[config.mk]
export PLATFORM = sky130hd
export DESIGN_NAME = ssr_ctrl
export DESIGN_NICKNAME = d
export VERILOG_FILES = /design/src/hdl/ssr_pkg.sv /design/src/hdl/ssr_ctrl.sv
export SDC_FILE = /design/constraint.sdc
export NUM_CORES = 1
export LEC_CHECK = 0
export CAP_MARGIN = 5
export CORE_AREA = 10 10 142 144
export DETAILED_ROUTE_END_ITERATION = 6
export DIE_AREA = 0 0 152 154
export DONT_BUFFER_PORTS = 1
export PLACE_DENSITY = 0.68
export SLEW_MARGIN = 20
export SYNTH_ARGS = -nofsm -noshare
export SYNTH_HDL_FRONTEND = slang
export SYNTH_SLANG_ARGS = --single-unit
[constraint.sdc]
create_clock -name aclk -period 5.2 [get_ports aclk]
set_input_delay 1.56 -clock aclk [delete_from_list [all_inputs] [get_ports aclk]]
set_output_delay 1.56 -clock aclk [all_outputs]
set_load 0.03 [all_outputs]
[src/hdl/ssr_pkg.sv]
// ----------------------------------------------------------------------------
// ssr_pkg
// shared types, codes and constants of the single spin rotation engine
// ----------------------------------------------------------------------------
`default_nettype none

package ssr_pkg;

    localparam int MAX_SPINS_DEFAULT = 10;

    // port widths
    localparam int S_TDATA_W   = 48;
    localparam int S_TUSER_W   = 2;
    localparam int M_TDATA_W   = 32;
    localparam int M_TUSER_W   = 2;
    localparam int CFG_INDEX_W = 3;
    localparam int CFG_DATA_W  = 16;

    // register reset values
    localparam logic [3:0]         NUM_SPINS_RESET = 4'd10;
    localparam logic signed [15:0] COS_HALF_RESET  = 16'sh7FFF;

    typedef enum logic [1:0] {
        OP_WRITE  = 2'd0,
        OP_READ   = 2'd1,
        OP_ROTATE = 2'd2,
        OP_NONE   = 2'd3
    } op_t;

    typedef enum logic [1:0] {
        STAT_OK        = 2'd0,
        STAT_BAD_SPIN  = 2'd1,
        STAT_BAD_INDEX = 2'd2
    } status_t;

    typedef enum logic [CFG_INDEX_W-1:0] {
        CFG_NUM_SPINS = 3'd0,
        CFG_COS_HALF  = 3'd1,
        CFG_SIN_NX    = 3'd2,
        CFG_SIN_NY    = 3'd3,
        CFG_SIN_NZ    = 3'd4
    } cfg_idx_t;

    // one complex amplitude, q1.15 parts
    typedef struct packed {
        logic signed [15:0] im_val;
        logic signed [15:0] re_val;
    } amp_t;

    // rotation matrix terms
    typedef struct packed {
        logic signed [15:0] c;
        logic signed [15:0] x;
        logic signed [15:0] y;
        logic signed [15:0] z;
    } coef_t;

    typedef struct packed {
        op_t                op;
        logic [9:0]         index;
        logic signed [15:0] wr_real;
        logic signed [15:0] wr_imag;
        logic [3:0]         target_spin;
    } item_t;

    typedef struct packed {
        status_t status;
        amp_t    amp;
    } result_t;

endpackage

`default_nettype wire

[src/hdl/ssr_ctrl.sv]
// ----------------------------------------------------------------------------
// ssr_ctrl
// sequencer: clearing pass, item decode, pair walk and bank port control
// ----------------------------------------------------------------------------
`default_nettype none

module ssr_ctrl #(
    parameter int  MAX_SPINS = ssr_pkg::MAX_SPINS_DEFAULT,
    localparam int BAW       = (MAX_SPINS > 1) ? MAX_SPINS - 1 : 1
) (
    input  logic             aclk,
    input  logic             aresetn,
    // item side
    input  logic             in_valid,
    output logic             in_ready,
    input  ssr_pkg::item_t   in_item,
    input  logic [3:0]       num_spins,
    // result side
    output logic             res_valid,
    input  logic             res_ready,
    output ssr_pkg::result_t res,
    // bank 0
    output logic             b0_we,
    output logic [BAW-1:0]   b0_waddr,
    output ssr_pkg::amp_t    b0_wdata,
    output logic             b0_re,
    output logic [BAW-1:0]   b0_raddr,
    input  ssr_pkg::amp_t    b0_rdata,
    // bank 1
    output logic             b1_we,
    output logic [BAW-1:0]   b1_waddr,
    output ssr_pkg::amp_t    b1_wdata,
    output logic             b1_re,
    output logic [BAW-1:0]   b1_raddr,
    input  ssr_pkg::amp_t    b1_rdata,
    // butterfly
    output ssr_pkg::amp_t    bf_a,
    output ssr_pkg::amp_t    bf_b,
    input  ssr_pkg::amp_t    bf_lo,
    input  ssr_pkg::amp_t    bf_hi
);
    import ssr_pkg::*;

    localparam int AW = MAX_SPINS;
    localparam int CW = $clog2(MAX_SPINS + 1);

    typedef enum logic [2:0] {
        ST_CLEAR,
        ST_IDLE,
        ST_READ,
        ST_ROT,
        ST_DRAIN,
        ST_DONE
    } state_t;

    // bank select is the parity of the index, so the two members of a pair
    // always sit in different banks
    typedef struct packed {
        logic           swap;
        logic [BAW-1:0] a0;
        logic [BAW-1:0] a1;
    } tag_t;

    function automatic logic [BAW-1:0] bank_addr(input logic [AW-1:0] idx_in);
        logic [AW:0] ext;
        ext = {1'b0, idx_in};
        return BAW'(ext >> 1);
    endfunction

    state_t         state_reg, state_next;
    logic [BAW-1:0] clr_reg, clr_next;
    logic [AW-1:0]  pair_reg, pair_next;
    logic [3:0]     spin_reg, spin_next;
    logic           rd_sel_reg, rd_sel_next;
    result_t        res_reg, res_next;
    logic           v1_reg, v2_reg, v3_reg;
    tag_t           tag1_reg, tag2_reg, tag3_reg;

    logic [CW-1:0]  eff;
    logic [CW-1:0]  eff_m1;
    logic           idx_ok;
    logic           spin_ok;
    logic [AW-1:0]  idx;
    logic           idx_par;
    logic           accept;
    logic           rd_issue;
    logic           wr_issue;
    logic           issue;
    logic [AW-1:0]  stride;
    logic [AW-1:0]  low_mask;
    logic [AW-1:0]  lo_idx;
    logic [AW-1:0]  hi_idx;
    tag_t           issue_tag;
    logic [AW-1:0]  pair_inc;
    logic           last_pair;
    amp_t           wr_amp;

    // spins in use, saturated into one to MAX_SPINS
    always_comb begin
        if (num_spins == '0) begin
            eff = CW'(1);
        end else if (int'(num_spins) > MAX_SPINS) begin
            eff = CW'(MAX_SPINS);
        end else begin
            eff = CW'(num_spins);
        end
    end

    assign eff_m1  = eff - CW'(1);
    assign idx_ok  = (in_item.index >> eff) == '0;
    assign spin_ok = int'(in_item.target_spin) < int'(eff);
    assign idx     = AW'(in_item.index);
    assign idx_par = ^idx;

    assign accept   = in_valid && in_ready;
    assign rd_issue = accept && (in_item.op == OP_READ) && idx_ok;
    assign wr_issue = accept && (in_item.op == OP_WRITE) && idx_ok;
    assign issue    = (state_reg == ST_ROT);

    // pair number to index pair: open a zero bit at the target spin
    assign stride    = AW'(1) << spin_reg;
    assign low_mask  = stride - AW'(1);
    assign lo_idx    = ((pair_reg & ~low_mask) << 1) | (pair_reg & low_mask);
    assign hi_idx    = lo_idx | stride;
    assign pair_inc  = pair_reg + AW'(1);
    assign last_pair = (pair_inc >> eff_m1) != '0;

    always_comb begin
        issue_tag.swap = ^lo_idx;
        issue_tag.a0   = issue_tag.swap ? bank_addr(hi_idx) : bank_addr(lo_idx);
        issue_tag.a1   = issue_tag.swap ? bank_addr(lo_idx) : bank_addr(hi_idx);
    end

    always_comb begin
        state_next  = state_reg;
        clr_next    = clr_reg;
        pair_next   = pair_reg;
        spin_next   = spin_reg;
        rd_sel_next = rd_sel_reg;
        res_next    = res_reg;
        unique case (state_reg)
            ST_CLEAR: begin
                clr_next = clr_reg + BAW'(1);
                if (&clr_reg) begin
                    state_next = ST_IDLE;
                end
            end
            ST_IDLE: begin
                if (accept) begin
                    res_next.amp    = '0;
                    res_next.status = STAT_OK;
                    unique case (in_item.op)
                        OP_WRITE: begin
                            if (!idx_ok) begin
                                res_next.status = STAT_BAD_INDEX;
                            end
                            state_next = ST_DONE;
                        end
                        OP_READ: begin
                            if (!idx_ok) begin
                                res_next.status = STAT_BAD_INDEX;
                                state_next      = ST_DONE;
                            end else begin
                                rd_sel_next = idx_par;
                                state_next  = ST_READ;
                            end
                        end
                        OP_ROTATE: begin
                            if (!spin_ok) begin
                                res_next.status = STAT_BAD_SPIN;
                                state_next      = ST_DONE;
                            end else begin
                                spin_next  = in_item.target_spin;
                                pair_next  = '0;
                                state_next = ST_ROT;
                            end
                        end
                        OP_NONE: begin
                            state_next = ST_DONE;
                        end
                    endcase
                end
            end
            ST_READ: begin
                res_next.amp = rd_sel_reg ? b1_rdata : b0_rdata;
                state_next   = ST_DONE;
            end
            ST_ROT: begin
                pair_next = pair_inc;
                if (last_pair) begin
                    state_next = ST_DRAIN;
                end
            end
            ST_DRAIN: begin
                if (!(v1_reg || v2_reg || v3_reg)) begin
                    state_next = ST_DONE;
                end
            end
            ST_DONE: begin
                if (res_ready) begin
                    state_next = ST_IDLE;
                end
            end
            default: begin
                state_next = ST_IDLE;
            end
        endcase
    end

    always_ff @(posedge aclk) begin
        if (!aresetn) begin
            state_reg  <= ST_CLEAR;
            clr_reg    <= '0;
            pair_reg   <= '0;
            spin_reg   <= '0;
            rd_sel_reg <= 1'b0;
            res_reg    <= '0;
            v1_reg     <= 1'b0;
            v2_reg     <= 1'b0;
            v3_reg     <= 1'b0;
        end else begin
            state_reg  <= state_next;
            clr_reg    <= clr_next;
            pair_reg   <= pair_next;
            spin_reg   <= spin_next;
            rd_sel_reg <= rd_sel_next;
            res_reg    <= res_next;
            v1_reg     <= issue;
            v2_reg     <= v1_reg;
            v3_reg     <= v2_reg;
        end
    end

    // pair addresses travel beside the butterfly
    always_ff @(posedge aclk) begin
        tag1_reg <= issue_tag;
        tag2_reg <= tag1_reg;
        tag3_reg <= tag2_reg;
    end

    assign bf_a = tag1_reg.swap ? b1_rdata : b0_rdata;
    assign bf_b = tag1_reg.swap ? b0_rdata : b1_rdata;

    assign wr_amp = '{im_val: in_item.wr_imag, re_val: in_item.wr_real};

    // write ports: clearing pass, then rotation write-back, then item writes
    always_comb begin
        b0_we    = 1'b0;
        b1_we    = 1'b0;
        b0_waddr = tag3_reg.a0;
        b1_waddr = tag3_reg.a1;
        b0_wdata = tag3_reg.swap ? bf_hi : bf_lo;
        b1_wdata = tag3_reg.swap ? bf_lo : bf_hi;
        priority if (state_reg == ST_CLEAR) begin
            b0_we    = 1'b1;
            b1_we    = 1'b1;
            b0_waddr = clr_reg;
            b1_waddr = clr_reg;
            b0_wdata = '0;
            b1_wdata = '0;
        end else if (v3_reg) begin
            b0_we = 1'b1;
            b1_we = 1'b1;
        end else if (wr_issue) begin
            b0_we    = !idx_par;
            b1_we    = idx_par;
            b0_waddr = bank_addr(idx);
            b1_waddr = bank_addr(idx);
            b0_wdata = wr_amp;
            b1_wdata = wr_amp;
        end
    end

    assign b0_re    = issue || (rd_issue && !idx_par);
    assign b1_re    = issue || (rd_issue && idx_par);
    assign b0_raddr = issue ? issue_tag.a0 : bank_addr(idx);
    assign b1_raddr = issue ? issue_tag.a1 : bank_addr(idx);

    assign in_ready  = (state_reg == ST_IDLE);
    assign res_valid = (state_reg == ST_DONE);
    assign res       = res_reg;

    // pipeline has drained whenever an item may enter or a result waits
    a_idle_empty: assert property (@(posedge aclk) disable iff (!aresetn)
        (state_reg == ST_IDLE || state_reg == ST_DONE) |-> !(v1_reg || v2_reg || v3_reg))
        else $error("rotation pipeline busy outside a rotation");

    a_pair_banks: assert property (@(posedge aclk) disable iff (!aresetn)
        issue |-> ((^lo_idx) != (^hi_idx)))
        else $error("pair members mapped to the same bank");

    a_read_follow: assert property (@(posedge aclk) disable iff (!aresetn)
        rd_issue |=> (state_reg == ST_READ))
        else $error("read issued without a data capture cycle");

    a_no_wr_clash: assert property (@(posedge aclk) disable iff (!aresetn)
        v3_reg |-> !wr_issue)
        else $error("item write collides with rotation write-back");

endmodule

`default_nettype wire

==> results.py, run 1 <==
metrics = {
    "run_status": {
        "status": "finished, violations left",
        "violations": "negative setup slack",
    },
    "finish": {
        "fin_util": 0.6642,
        "nNetsFinal": 1331,
        "layout_commonest_cell": "buf_4",
        "largest_reg_flops": 34,
        "multi_input_area_sq_mm": 0.006462,
        "regArea_sq_mm": 0.002436,
        "diodes": 0,
        "area_growth_pct": 35.40,
        "fillers": 1368,
        "layout-drive-gt1-share": 0.3638,
        "mostFrequentLayoutCells": "buf_4, dfxtp_1, mux2i_1, mux2_2, nand2_1",
    },
    "floorplanning": {
        "die_w_microns": 152,
        "die_y_microns": 154,
        "rows": 48,
        "core_area_sq_mm": 0.01718,
        "io_pins": 388,
        "initial_core_util": 0.4905,
        "dieArea_sq_mm": 0.02341,
    },
    "sta": {
        "setup_ws_ns": -0.06091,
        "hold_violations": 0,
        "period_share": 1.012,
        "setup_violations": 4,
        "fmaxAchievable_mhz": 190.1,
        "clock_skew_ns": 0.009582,
        "relSlewSlack": 0.2797,
        "worst_pin_slew_ns": 1.072,
        "hold_ws_ns": 0.3202,
        "rsz0062_at_grt": "true",
        "fin_crit_ns": 5.261,
        "slew_viol_final": 0,
    },
    "global_routing": {
        "grt_pass1_wl_microns": 49450,
        "grt_start_max_net_pins": 67,
        "grt.total_usage": 0.2616,
        "antenna_found_initial": 0,
        "grt_pass1_vias": 7797,
        "gr-total-overflow": 0,
    },
    "setup_path": {
        "crit_fanout": 15,
        "cp-endpoint": "b1_raddr[1]",
        "crit_start": "spin_reg[1]",
        "critical_path_class": "reg2out",
        "ff2ff_setup_slack_ns": 2.01,
        "r2r_cells": 11,
        "crit_path_end_kind": "primary output",
        "worstPathArrival_ns": 3.70,
        "critPathLaunchType": "flop",
        "worstPathRequired_ns": 3.64,
        "r2r-start": "spin_reg[1]",
        "r2r-end": "tag1_reg[14]",
    },
    "clocking": {
        "cts_buffers": 17,
        "clkTransAtPathRegs_ns": 0.06,
        "cts_tree": "done",
        "clockRootBuffer": "clkbuf_16",
        "clockBufferDepth": 2,
        "cts_sinks": 121,
        "cts-htree-levels": 4,
        "insertion_delay_ns": 0.41,
    },
    "yosys": {
        "synth-seq-cells": 121,
        "synth.area.top_cells": "dfxtp_1, mux2i_1, mux2_2, a21oi_1, o21ai_0",
        "syn-cell-area_sq_mm": 0.008426,
        "ys_async_sr_fraction": 0,
        "ys_seq_area_frac": 0.2875,
        "syn-num-nets": 1233,
        "ys.flop_type": "dfxtp_1",
        "synth-edff-count": 0,
        "synth.avg_cell_area_sq_um": 8.117,
        "synth_top_area_frac": 0.2875,
        "ys_types": 76,
        "synth_top_cell_by_area": "dfxtp_1",
        "synth_cells": 1038,
        "synth_warnings": 0,
    },
    "route": {
        "drt_iter0_drc": 590,
        "route.vias.total": 8462,
        "post_drt_wl_per_cell_microns": 25.12,
        "ant_nets": 0,
        "vias_per_cell": 6.159,
        "drc": 0,
        "drtPass1Iterations": 6,
        "drt_wl_total_microns": 34520,
    },
    "worst_hold_path": {
        "hp-class": "reg2reg",
    },
    "power_and_ir_drop": {
        "leakagePower_nw": 4.162,
        "power_density_mw_per_mm2": 392.3,
        "vdd_drop_max_mv": 0.2883,
    },
    "placed_design": {
        "io_buffers": 0,
        "dpl.hpwl_microns": 26030,
        "gp_congestion": 1.008,
    },
    "flow_run": {
        "maxCapViolations": 0,
    },
}
## layout make-up
type                       count  area share
multi-input combinational    804      0.5665
sequential                   121      0.2135
timing repair buffer         167      0.1333
clock buffer                  20     0.03915
tap                          225     0.02468
clock inverter                12     0.01426
inverter                      25    0.008664
## per-stage QoR
stage	setup TNS [ns]	worst slack, ns	power [mW]	instance area, sq um	cells
6_report	-0.1227	-0.06091	4.476	11410	1374
4_1_cts	-0.2419	-0.09481	4.368	10810	1362
3_3_place_gp	-0.3623	-0.05420	3.105	9926	1318
3_5_place_dp	-1.326	-0.1021	3.129	9926	1318
5_1_grt	-1.372	-0.1517	4.654	11410	1374
2_1_floorplan	-6.120	-0.1376	2.513	8877	1038
## critical path: stages (launching register included)
cell and delay, ns:
dfxtp_2 0.42, buf_4 0.26, nor4b_4 0.46, xor2_4 0.23, a2bb2oi_4 0.24, xor2_1 0.20, xnor3_2 0.41, xor2_4 0.27
clkinv_4 0.16, buf_4 0.17, o31ai_4 0.22, o21ba_4 0.23
## cells by family (layout without fill, tap and decap cells)
family / Yosys count / in the layout / share of synthesized area
adder cells (fa/ha/maj): 11 / 11 / 0.01633
AND/OR/NAND/NOR: 288 / 288 / 0.1748
multiplexers: 170 / 170 / 0.2132
flip-flops: 121 / 121 / 0.2875
XOR/XNOR: 27 / 27 / 0.03549
buffers and inverters: 113 / 224 / 0.05390
AO/OA/AOI/OAI: 308 / 308 / 0.2187
## layer usage
metal / GRT usage / routed length (microns) / vias to the layer above
met5: 0 / 0 / -
met4: 0.06832 / 722 / 0
met3: 0.06583 / 2352 / 51
met2: 0.4540 / 17390 / 392
met1: 0.3139 / 14050 / 4086
li1: - / - / 3933
## synthesized netlist by cell type (4+ instances only)
library cell / instances
nand2b_1: 6
o22ai_1: 4
nor3_1: 11
buf_2: 6
xor2_1: 7
nand2_1: 65
nand4_1: 5
o31ai_1: 5
a21boi_0: 6
nand3_1: 46
dfxtp_1: 121
o21a_1: 6
mux2i_1: 103
o21ai_1: 4
inv_1: 24
a31oi_1: 13
nor2_1: 58
and2_1: 46
and3_1: 7
o21ba_2: 6
a211oi_1: 10
or3_1: 4
mux2_2: 66
clkbuf_1: 75
o211ai_1: 4
a22oi_1: 4
o21bai_1: 4
xnor2_1: 16
nor2b_1: 22
ha_1: 11
a21oi_1: 122
o21ai_0: 86
## worst min path at each step
stage | end | startpoint | cells past startpoint
after floorplan | tag2_reg[0] | tag1_reg[0] | 0
after global placement | tag2_reg[12] | tag1_reg[12] | 0
after detailed placement | tag3_reg[18] | tag2_reg[18] | 0
after CTS | tag2_reg[17] | tag1_reg[17] | 0
after global routing | tag2_reg[10] | tag1_reg[10] | 0
final | tag2_reg[17] | tag1_reg[17] | 0
## timing repair
action / in CTS / in global routing
gates resized for setup: 62 / 97
setup endpoints to repair: 53 / 87
pin swaps: 21 / 19
hold buffers: 0 / 0
cloned: 1 / 5
endpoints found under the hold margin: 0 / 0
setup buffers: 11 / 7
## where the power goes
group / internal, mW / leakage (nW) / switching, mW
Sequential: 0.992 / 0.981 / 0.173
Clock: 0.773 / 0.292 / 0.440
Combinational: 0.734 / 2.89 / 1.36
Total: 2.50 / 4.16 / 1.98
No activity file was read; power rests on OpenSTA's default activity.
==> run 2, diff against run 1 <==
--- a/config.mk
+++ b/config.mk
@@ -11,6 +11,7 @@
 export DIE_AREA = 0 0 152 154
 export DONT_BUFFER_PORTS = 1
 export PLACE_DENSITY = 0.68
+export REMOVE_ABC_BUFFERS = 1
 export SLEW_MARGIN = 20
 export SYNTH_ARGS = -nofsm -noshare
 export SYNTH_HDL_FRONTEND = slang
==> constraint.sdc (replaced) <==
create_clock -name aclk -period 5.2 [get_ports aclk]
set_input_delay 0.26 -clock aclk [delete_from_list [all_inputs] [get_ports aclk]]
set_output_delay 0.26 -clock aclk [all_outputs]
set_load 0.03 [all_outputs]
==> results.py, run 2 (synthesis gave the netlist of run 1 again) <==
metrics = {
    "finish": {
        "fin_cells": 1224,
        "postLayoutCellArea_sq_mm": 0.009091,
        "multi_input_area_sq_mm": 0.005567,
        "largest_reg_flops": 34,
        "regArea_sq_mm": 0.002429,
        "mostFrequentLayoutCells": "a21oi_1, dfxtp_1, mux2i_1, o21ai_0, mux2_2",
        "layout_commonest_cell": "a21oi_1",
        "fillers": 1677,
        "layout-drive-gt1-share": 0.1302,
        "area_growth_pct": 7.900,
        "nNetsFinal": 1176,
    },
    "clocking": {
        "clockRootBuffer": "clkbuf_16",
        "cts-htree-levels": 4,
        "cts_buffers": 17,
        "clockBufferDepth": 2,
        "cts_tree": "done",
        "clkTransAtPathRegs_ns": 0.05,
        "insertion_delay_ns": 0.41,
        "postCtsSetupBuffers": 0,
        "cts_resized": 0,
        "cts.hold.buffers_added": 2,
        "cts_sinks": 121,
    },
    "sta": {
        "period_share": 0.9137,
        "relSlewSlack": 0.2982,
        "clock_skew_ns": 0.007463,
        "setup_violations": 0,
        "rsz0062_at_grt": "false",
        "fin_crit_ns": 4.751,
        "worst_pin_slew_ns": 1.053,
        "slew_viol_final": 0,
        "fin_tns_setup_ns": 0,
        "hold_violations": 0,
        "fmaxAchievable_mhz": 210.5,
    },
    "setup_path": {
        "worstPathRequired_ns": 4.94,
        "crit_fanout": 16,
        "path_delay_family": "compound AO/OA/AOI/OAI gates",
        "path_cells": "nor2_1 > nand2_1 > ha_1 > nor3b_1 > a21oi_1 > o22ai_2 > xnor3_1 > xnor3_2 > xor2_4 > inv_2 > o31ai_1 > o21ba_1",
        "worstPathArrival_ns": 4.49,
        "crit_buf_inv": 1,
        "critical_path_class": "reg2out",
        "cp_slowest_cell": "dfxtp_1",
        "critPathLaunchType": "flop",
        "critPathMaxStageDelay_ns": 0.66,
        "crit_path_end_kind": "primary output",
    },
    "global_routing": {
        "grt_pass1_vias": 6904,
        "gr-total-overflow": 0,
        "grt.total_usage": 0.2460,
        "grt_pass1_wl_microns": 45760,
        "grt_start_max_net_pins": 115,
        "antenna_found_initial": 9,
    },
    "flow_run": {
        "maxCapViolations": 0,
    },
    "floorplanning": {
        "die_w_microns": 152,
        "rows": 48,
        "dieArea_sq_mm": 0.02341,
        "io_pins": 388,
        "die_y_microns": 154,
        "initial_core_util": 0.4905,
        "core_area_sq_mm": 0.01718,
    },
    "placed_design": {
        "post_dp_cell_area_sq_mm": 0.008451,
        "place_inst": 1185,
        "io_buffers": 0,
        "gp_congestion": 0.9738,
        "dpl.hpwl_microns": 24170,
    },
    "route": {
        "vias_per_cell": 6.212,
        "drt_iter0_drc": 654,
        "ant_nets": 0,
        "drtPass1Iterations": 5,
        "route.vias.total": 7603,
        "drc": 0,
        "drt_wl_total_microns": 31010,
        "post_drt_wl_per_cell_microns": 25.33,
    },
    "power_and_ir_drop": {
        "vdd_drop_max_mv": 0.1953,
        "leakagePower_nw": 3.167,
        "power_density_mw_per_mm2": 416.3,
    },
    "run_status": {
        "status": "complete, no violations",
    },
    "worst_hold_path": {
        "hp-class": "in2reg",
    },
}
-- run 2: cell count changes in the layout (fill, tap and decap cells not counted), moves of 13 or more --
| cell | before | now |
|---|---|---|
| buf_6 | 23 | 0 |
| o21ai_1 | 17 | 4 |
| buf_4 | 131 | 9 |
| a21oi_1 | 41 | 122 |
| a21oi_2 | 53 | 1 |
| o21ai_0 | 50 | 86 |
| o21ai_2 | 15 | 0 |
| a21oi_4 | 29 | 0 |
-- run 2: report_power, final --
part           leakage (nW)  internal, mW  switching (mW)
Sequential            0.979         0.993           0.169
Clock                 0.284         0.772           0.405
Combinational          1.90         0.316            1.13
Total                  3.17          2.08            1.70
-- run 2: per-stage QoR --
stage	setup slack (ns)	total power [mW]	hold WS (ns)	utilization
final	0.4486	3.784	0.02350	0.5293
after detailed placement	0.8675	2.622	0.3118	0.4920
after floorplan	-0.3283	2.335	0.3096	-
after global routing	0.04919	3.962	0.02375	0.5293
after CTS	0.4325	3.812	0.006603	0.5277
after global placement	0.9081	2.605	0.3098	0.4920
-- run 2: final timing paths --
check | slack (ns) | startpoint | endpoint | cells after the start
hold reg to reg | 0.32 | tag2_reg[15] | tag3_reg[15] | 0
setup reg to reg | 1.34 | spin_reg[3] | tag1_reg[5] | 11
setup / recovery | 0.45 | spin_reg[3] | b1_raddr[5] | 12
hold / removal | 0.02 | in_item[3] | spin_reg[3] | 2
-- run 2: area by class of cell --
class / count / share of cell area
inverter: 25 / 0.01032
timing repair buffer: 12 / 0.01294
multi-input combinational: 804 / 0.6123
antenna: 8 / 0.002202
tap: 225 / 0.03097
clock buffer: 21 / 0.05078
clock inverter: 8 / 0.01335
sequential: 121 / 0.2671
-- run 2: metal layers --
layer / up-vias / global-route usage / wire (microns)
li1: 3633 / - / -
met1: 3603 / 0.2768 / 11750
met2: 323 / 0.4194 / 15990
met3: 42 / 0.08117 / 2395
met4: 2 / 0.1004 / 855
met5: - / 0 / 13
-- run 2: worst register-to-register path, cell delays in order, from the launching register on --
cell     delay [ns]
dfxtp_1        0.66
nor2_1         0.17
nand2_1        0.17
ha_1           0.41
nor3b_1        0.40
a21oi_1        0.14
o22ai_2        0.24
xnor3_1        0.44
xnor3_2        0.28
xor2_4         0.28
inv_2          0.17
o31ai_1        0.38
==> run 3, diff against run 2 <==
--- a/config.mk
+++ b/config.mk
@@ -6,11 +6,12 @@
 export NUM_CORES = 1
 export LEC_CHECK = 0
 export CAP_MARGIN = 5
-export CORE_AREA = 10 10 142 144
+export CORE_AREA = 2 2 150 152
+export CTS_CLUSTER_SIZE = 12
 export DETAILED_ROUTE_END_ITERATION = 6
 export DIE_AREA = 0 0 152 154
 export DONT_BUFFER_PORTS = 1
-export PLACE_DENSITY = 0.68
+export PLACE_DENSITY = 0.57
 export REMOVE_ABC_BUFFERS = 1
 export SLEW_MARGIN = 20
 export SYNTH_ARGS = -nofsm -noshare
==> results.py, run 3 (synthesis gave the netlist of run 1 again) <==
metrics = {
    "sta": {
        "relSlewSlack": 0.3007,
        "fmaxAchievable_mhz": 208.6,
        "rsz0062_at_grt": "false",
        "worst_pin_slew_ns": 1.049,
        "slew_viol_final": 0,
        "period_share": 0.9220,
        "setup_violations": 0,
        "hold_violations": 0,
        "clock_skew_ns": 0.009305,
        "fin_crit_ns": 4.795,
    },
    "setup_path": {
        "path_cells": "nor2_1 > nand2_1 > ha_1 > nor3b_1 > a21oi_1 > o22ai_2 > xnor3_1 > xnor3_2 > xor2_4 > inv_2 > o31ai_1 > o21ba_1",
        "worstPathRequired_ns": 4.94,
        "crit_path_end_kind": "primary output",
        "critPathMaxStageDelay_ns": 0.68,
        "worstPathArrival_ns": 4.53,
        "critPathLaunchType": "flop",
        "crit_fanout": 16,
        "critical_path_class": "reg2out",
        "cp_slowest_cell": "dfxtp_1",
    },
    "global_routing": {
        "grt_pass1_wl_microns": 42990,
        "grt_pass1_vias": 6902,
        "grt.total_usage": 0.2362,
        "gr-total-overflow": 0,
        "antenna_found_initial": 4,
        "grt_start_max_net_pins": 115,
    },
    "placed_design": {
        "place_inst": 1241,
        "dpl.hpwl_microns": 22620,
        "gp_congestion": 0.9208,
        "io_buffers": 0,
    },
    "floorplanning": {
        "initial_core_util": 0.3885,
        "die_y_microns": 154,
        "core_area_sq_mm": 0.02169,
        "die_w_microns": 152,
        "io_pins": 388,
        "rows": 54,
        "dieArea_sq_mm": 0.02341,
    },
    "route": {
        "vias_per_cell": 5.890,
        "drc": 0,
        "post_drt_wl_per_cell_microns": 23.05,
        "route.vias.total": 7533,
        "drt_iter0_drc": 554,
        "drtPass1Iterations": 5,
        "drt_wl_total_microns": 29480,
        "ant_nets": 0,
    },
    "power_and_ir_drop": {
        "power_density_mw_per_mm2": 416.0,
        "power_mw": 3.819,
        "vdd_drop_max_mv": 0.2294,
        "leakagePower_nw": 3.182,
    },
    "clocking": {
        "clockRootBuffer": "clkbuf_16",
        "cts-htree-levels": 4,
        "cts_tree": "done",
        "clockBufferDepth": 2,
        "cts_sinks": 121,
        "cts_buffers": 17,
        "clkTransAtPathRegs_ns": 0.06,
        "insertion_delay_ns": 0.42,
    },
    "finish": {
        "layout-drive-gt1-share": 0.1367,
        "fillers": 2192,
        "mostFrequentLayoutCells": "a21oi_1, dfxtp_1, mux2i_1, o21ai_0, mux2_2",
        "fin_cells": 1279,
        "nNetsFinal": 1177,
        "layout_commonest_cell": "a21oi_1",
        "largest_reg_flops": 34,
        "area_growth_pct": 8.955,
    },
    "flow_run": {
        "maxCapViolations": 0,
    },
    "worst_hold_path": {
        "hp-class": "in2reg",
    },
    "run_status": {
        "status": "complete, no violations",
    },
}
[run 3: per-layer routing]
metal	global-route usage	up-vias	share of wire
met1	0.2773	3547	0.40
met5	0	-	0
li1	-	3650	-
met4	0.1162	0	0.044
met3	0.06990	53	0.071
met2	0.3943	283	0.49
[run 3: worst max-delay path: cells and delay by family, from the launching register on]
| kind | cells | cell delay [ns] |
|---|---|---|
| AOI/OAI and AO/OA | 4 | 1.11 |
| xor gates and xnor gates | 3 | 1.01 |
| and+or+nand+nor | 3 | 0.74 |
| DFF | 1 | 0.68 |
| adders and majority gates | 1 | 0.40 |
| buffers and inverters | 1 | 0.18 |
[run 3: metrics by stage]
step	utilization	hold slack [ns]	cell area [sq um]	worst slack (ns)	TNS [ns]
after global placement	0.3929	0.3098	8522	0.9704	0
after floorplan	-	0.3096	8065	-0.3283	-21.01
after global routing	0.4232	0.008108	9178	0.1616	0
final	0.4233	0.01449	9180	0.4054	0
after CTS	0.4222	0.0001469	9158	0.4304	0
after detailed placement	0.3929	0.3118	8522	0.8866	0
[run 3: cell type report]
class                      count  area, sq um  area share
sequential                   121         2429      0.2645
timing repair buffer          13        125.1     0.01363
antenna                        4        10.01    0.001090
inverter                      25        93.84     0.01022
multi-input combinational    804         5567      0.6064
clock inverter                15        180.2     0.01963
tap                          280        350.3     0.03816
clock buffer                  17        425.4     0.04634
[run 3: repair_timing]
| item | in CTS | in global routing |
|---|---|---|
| buffers inserted | 0 | 0 |
| endpoints found under the hold margin | 57 | 0 |
| hold buffers | 2 | 0 |
| gates resized for setup | 0 | 0 |
[run 3: path summary, 6_finish.rpt]
path                            depth (start not counted)    startpoint  slack [ns]           end
worst max-delay path                                   12   spin_reg[3]        0.41   b1_raddr[5]
worst min-delay path                                    1       aresetn        0.01   pair_reg[2]
worst max register to register                         11   spin_reg[3]        1.31   tag1_reg[5]
worst min register to register                          0  tag2_reg[18]        0.32  tag3_reg[18]
[run 3: report_power, final]
group	internal [mW]	total, mW	switching (mW)
Clock	0.728	1.21	0.484
Sequential	0.992	1.16	0.164
Combinational	0.321	1.45	1.13
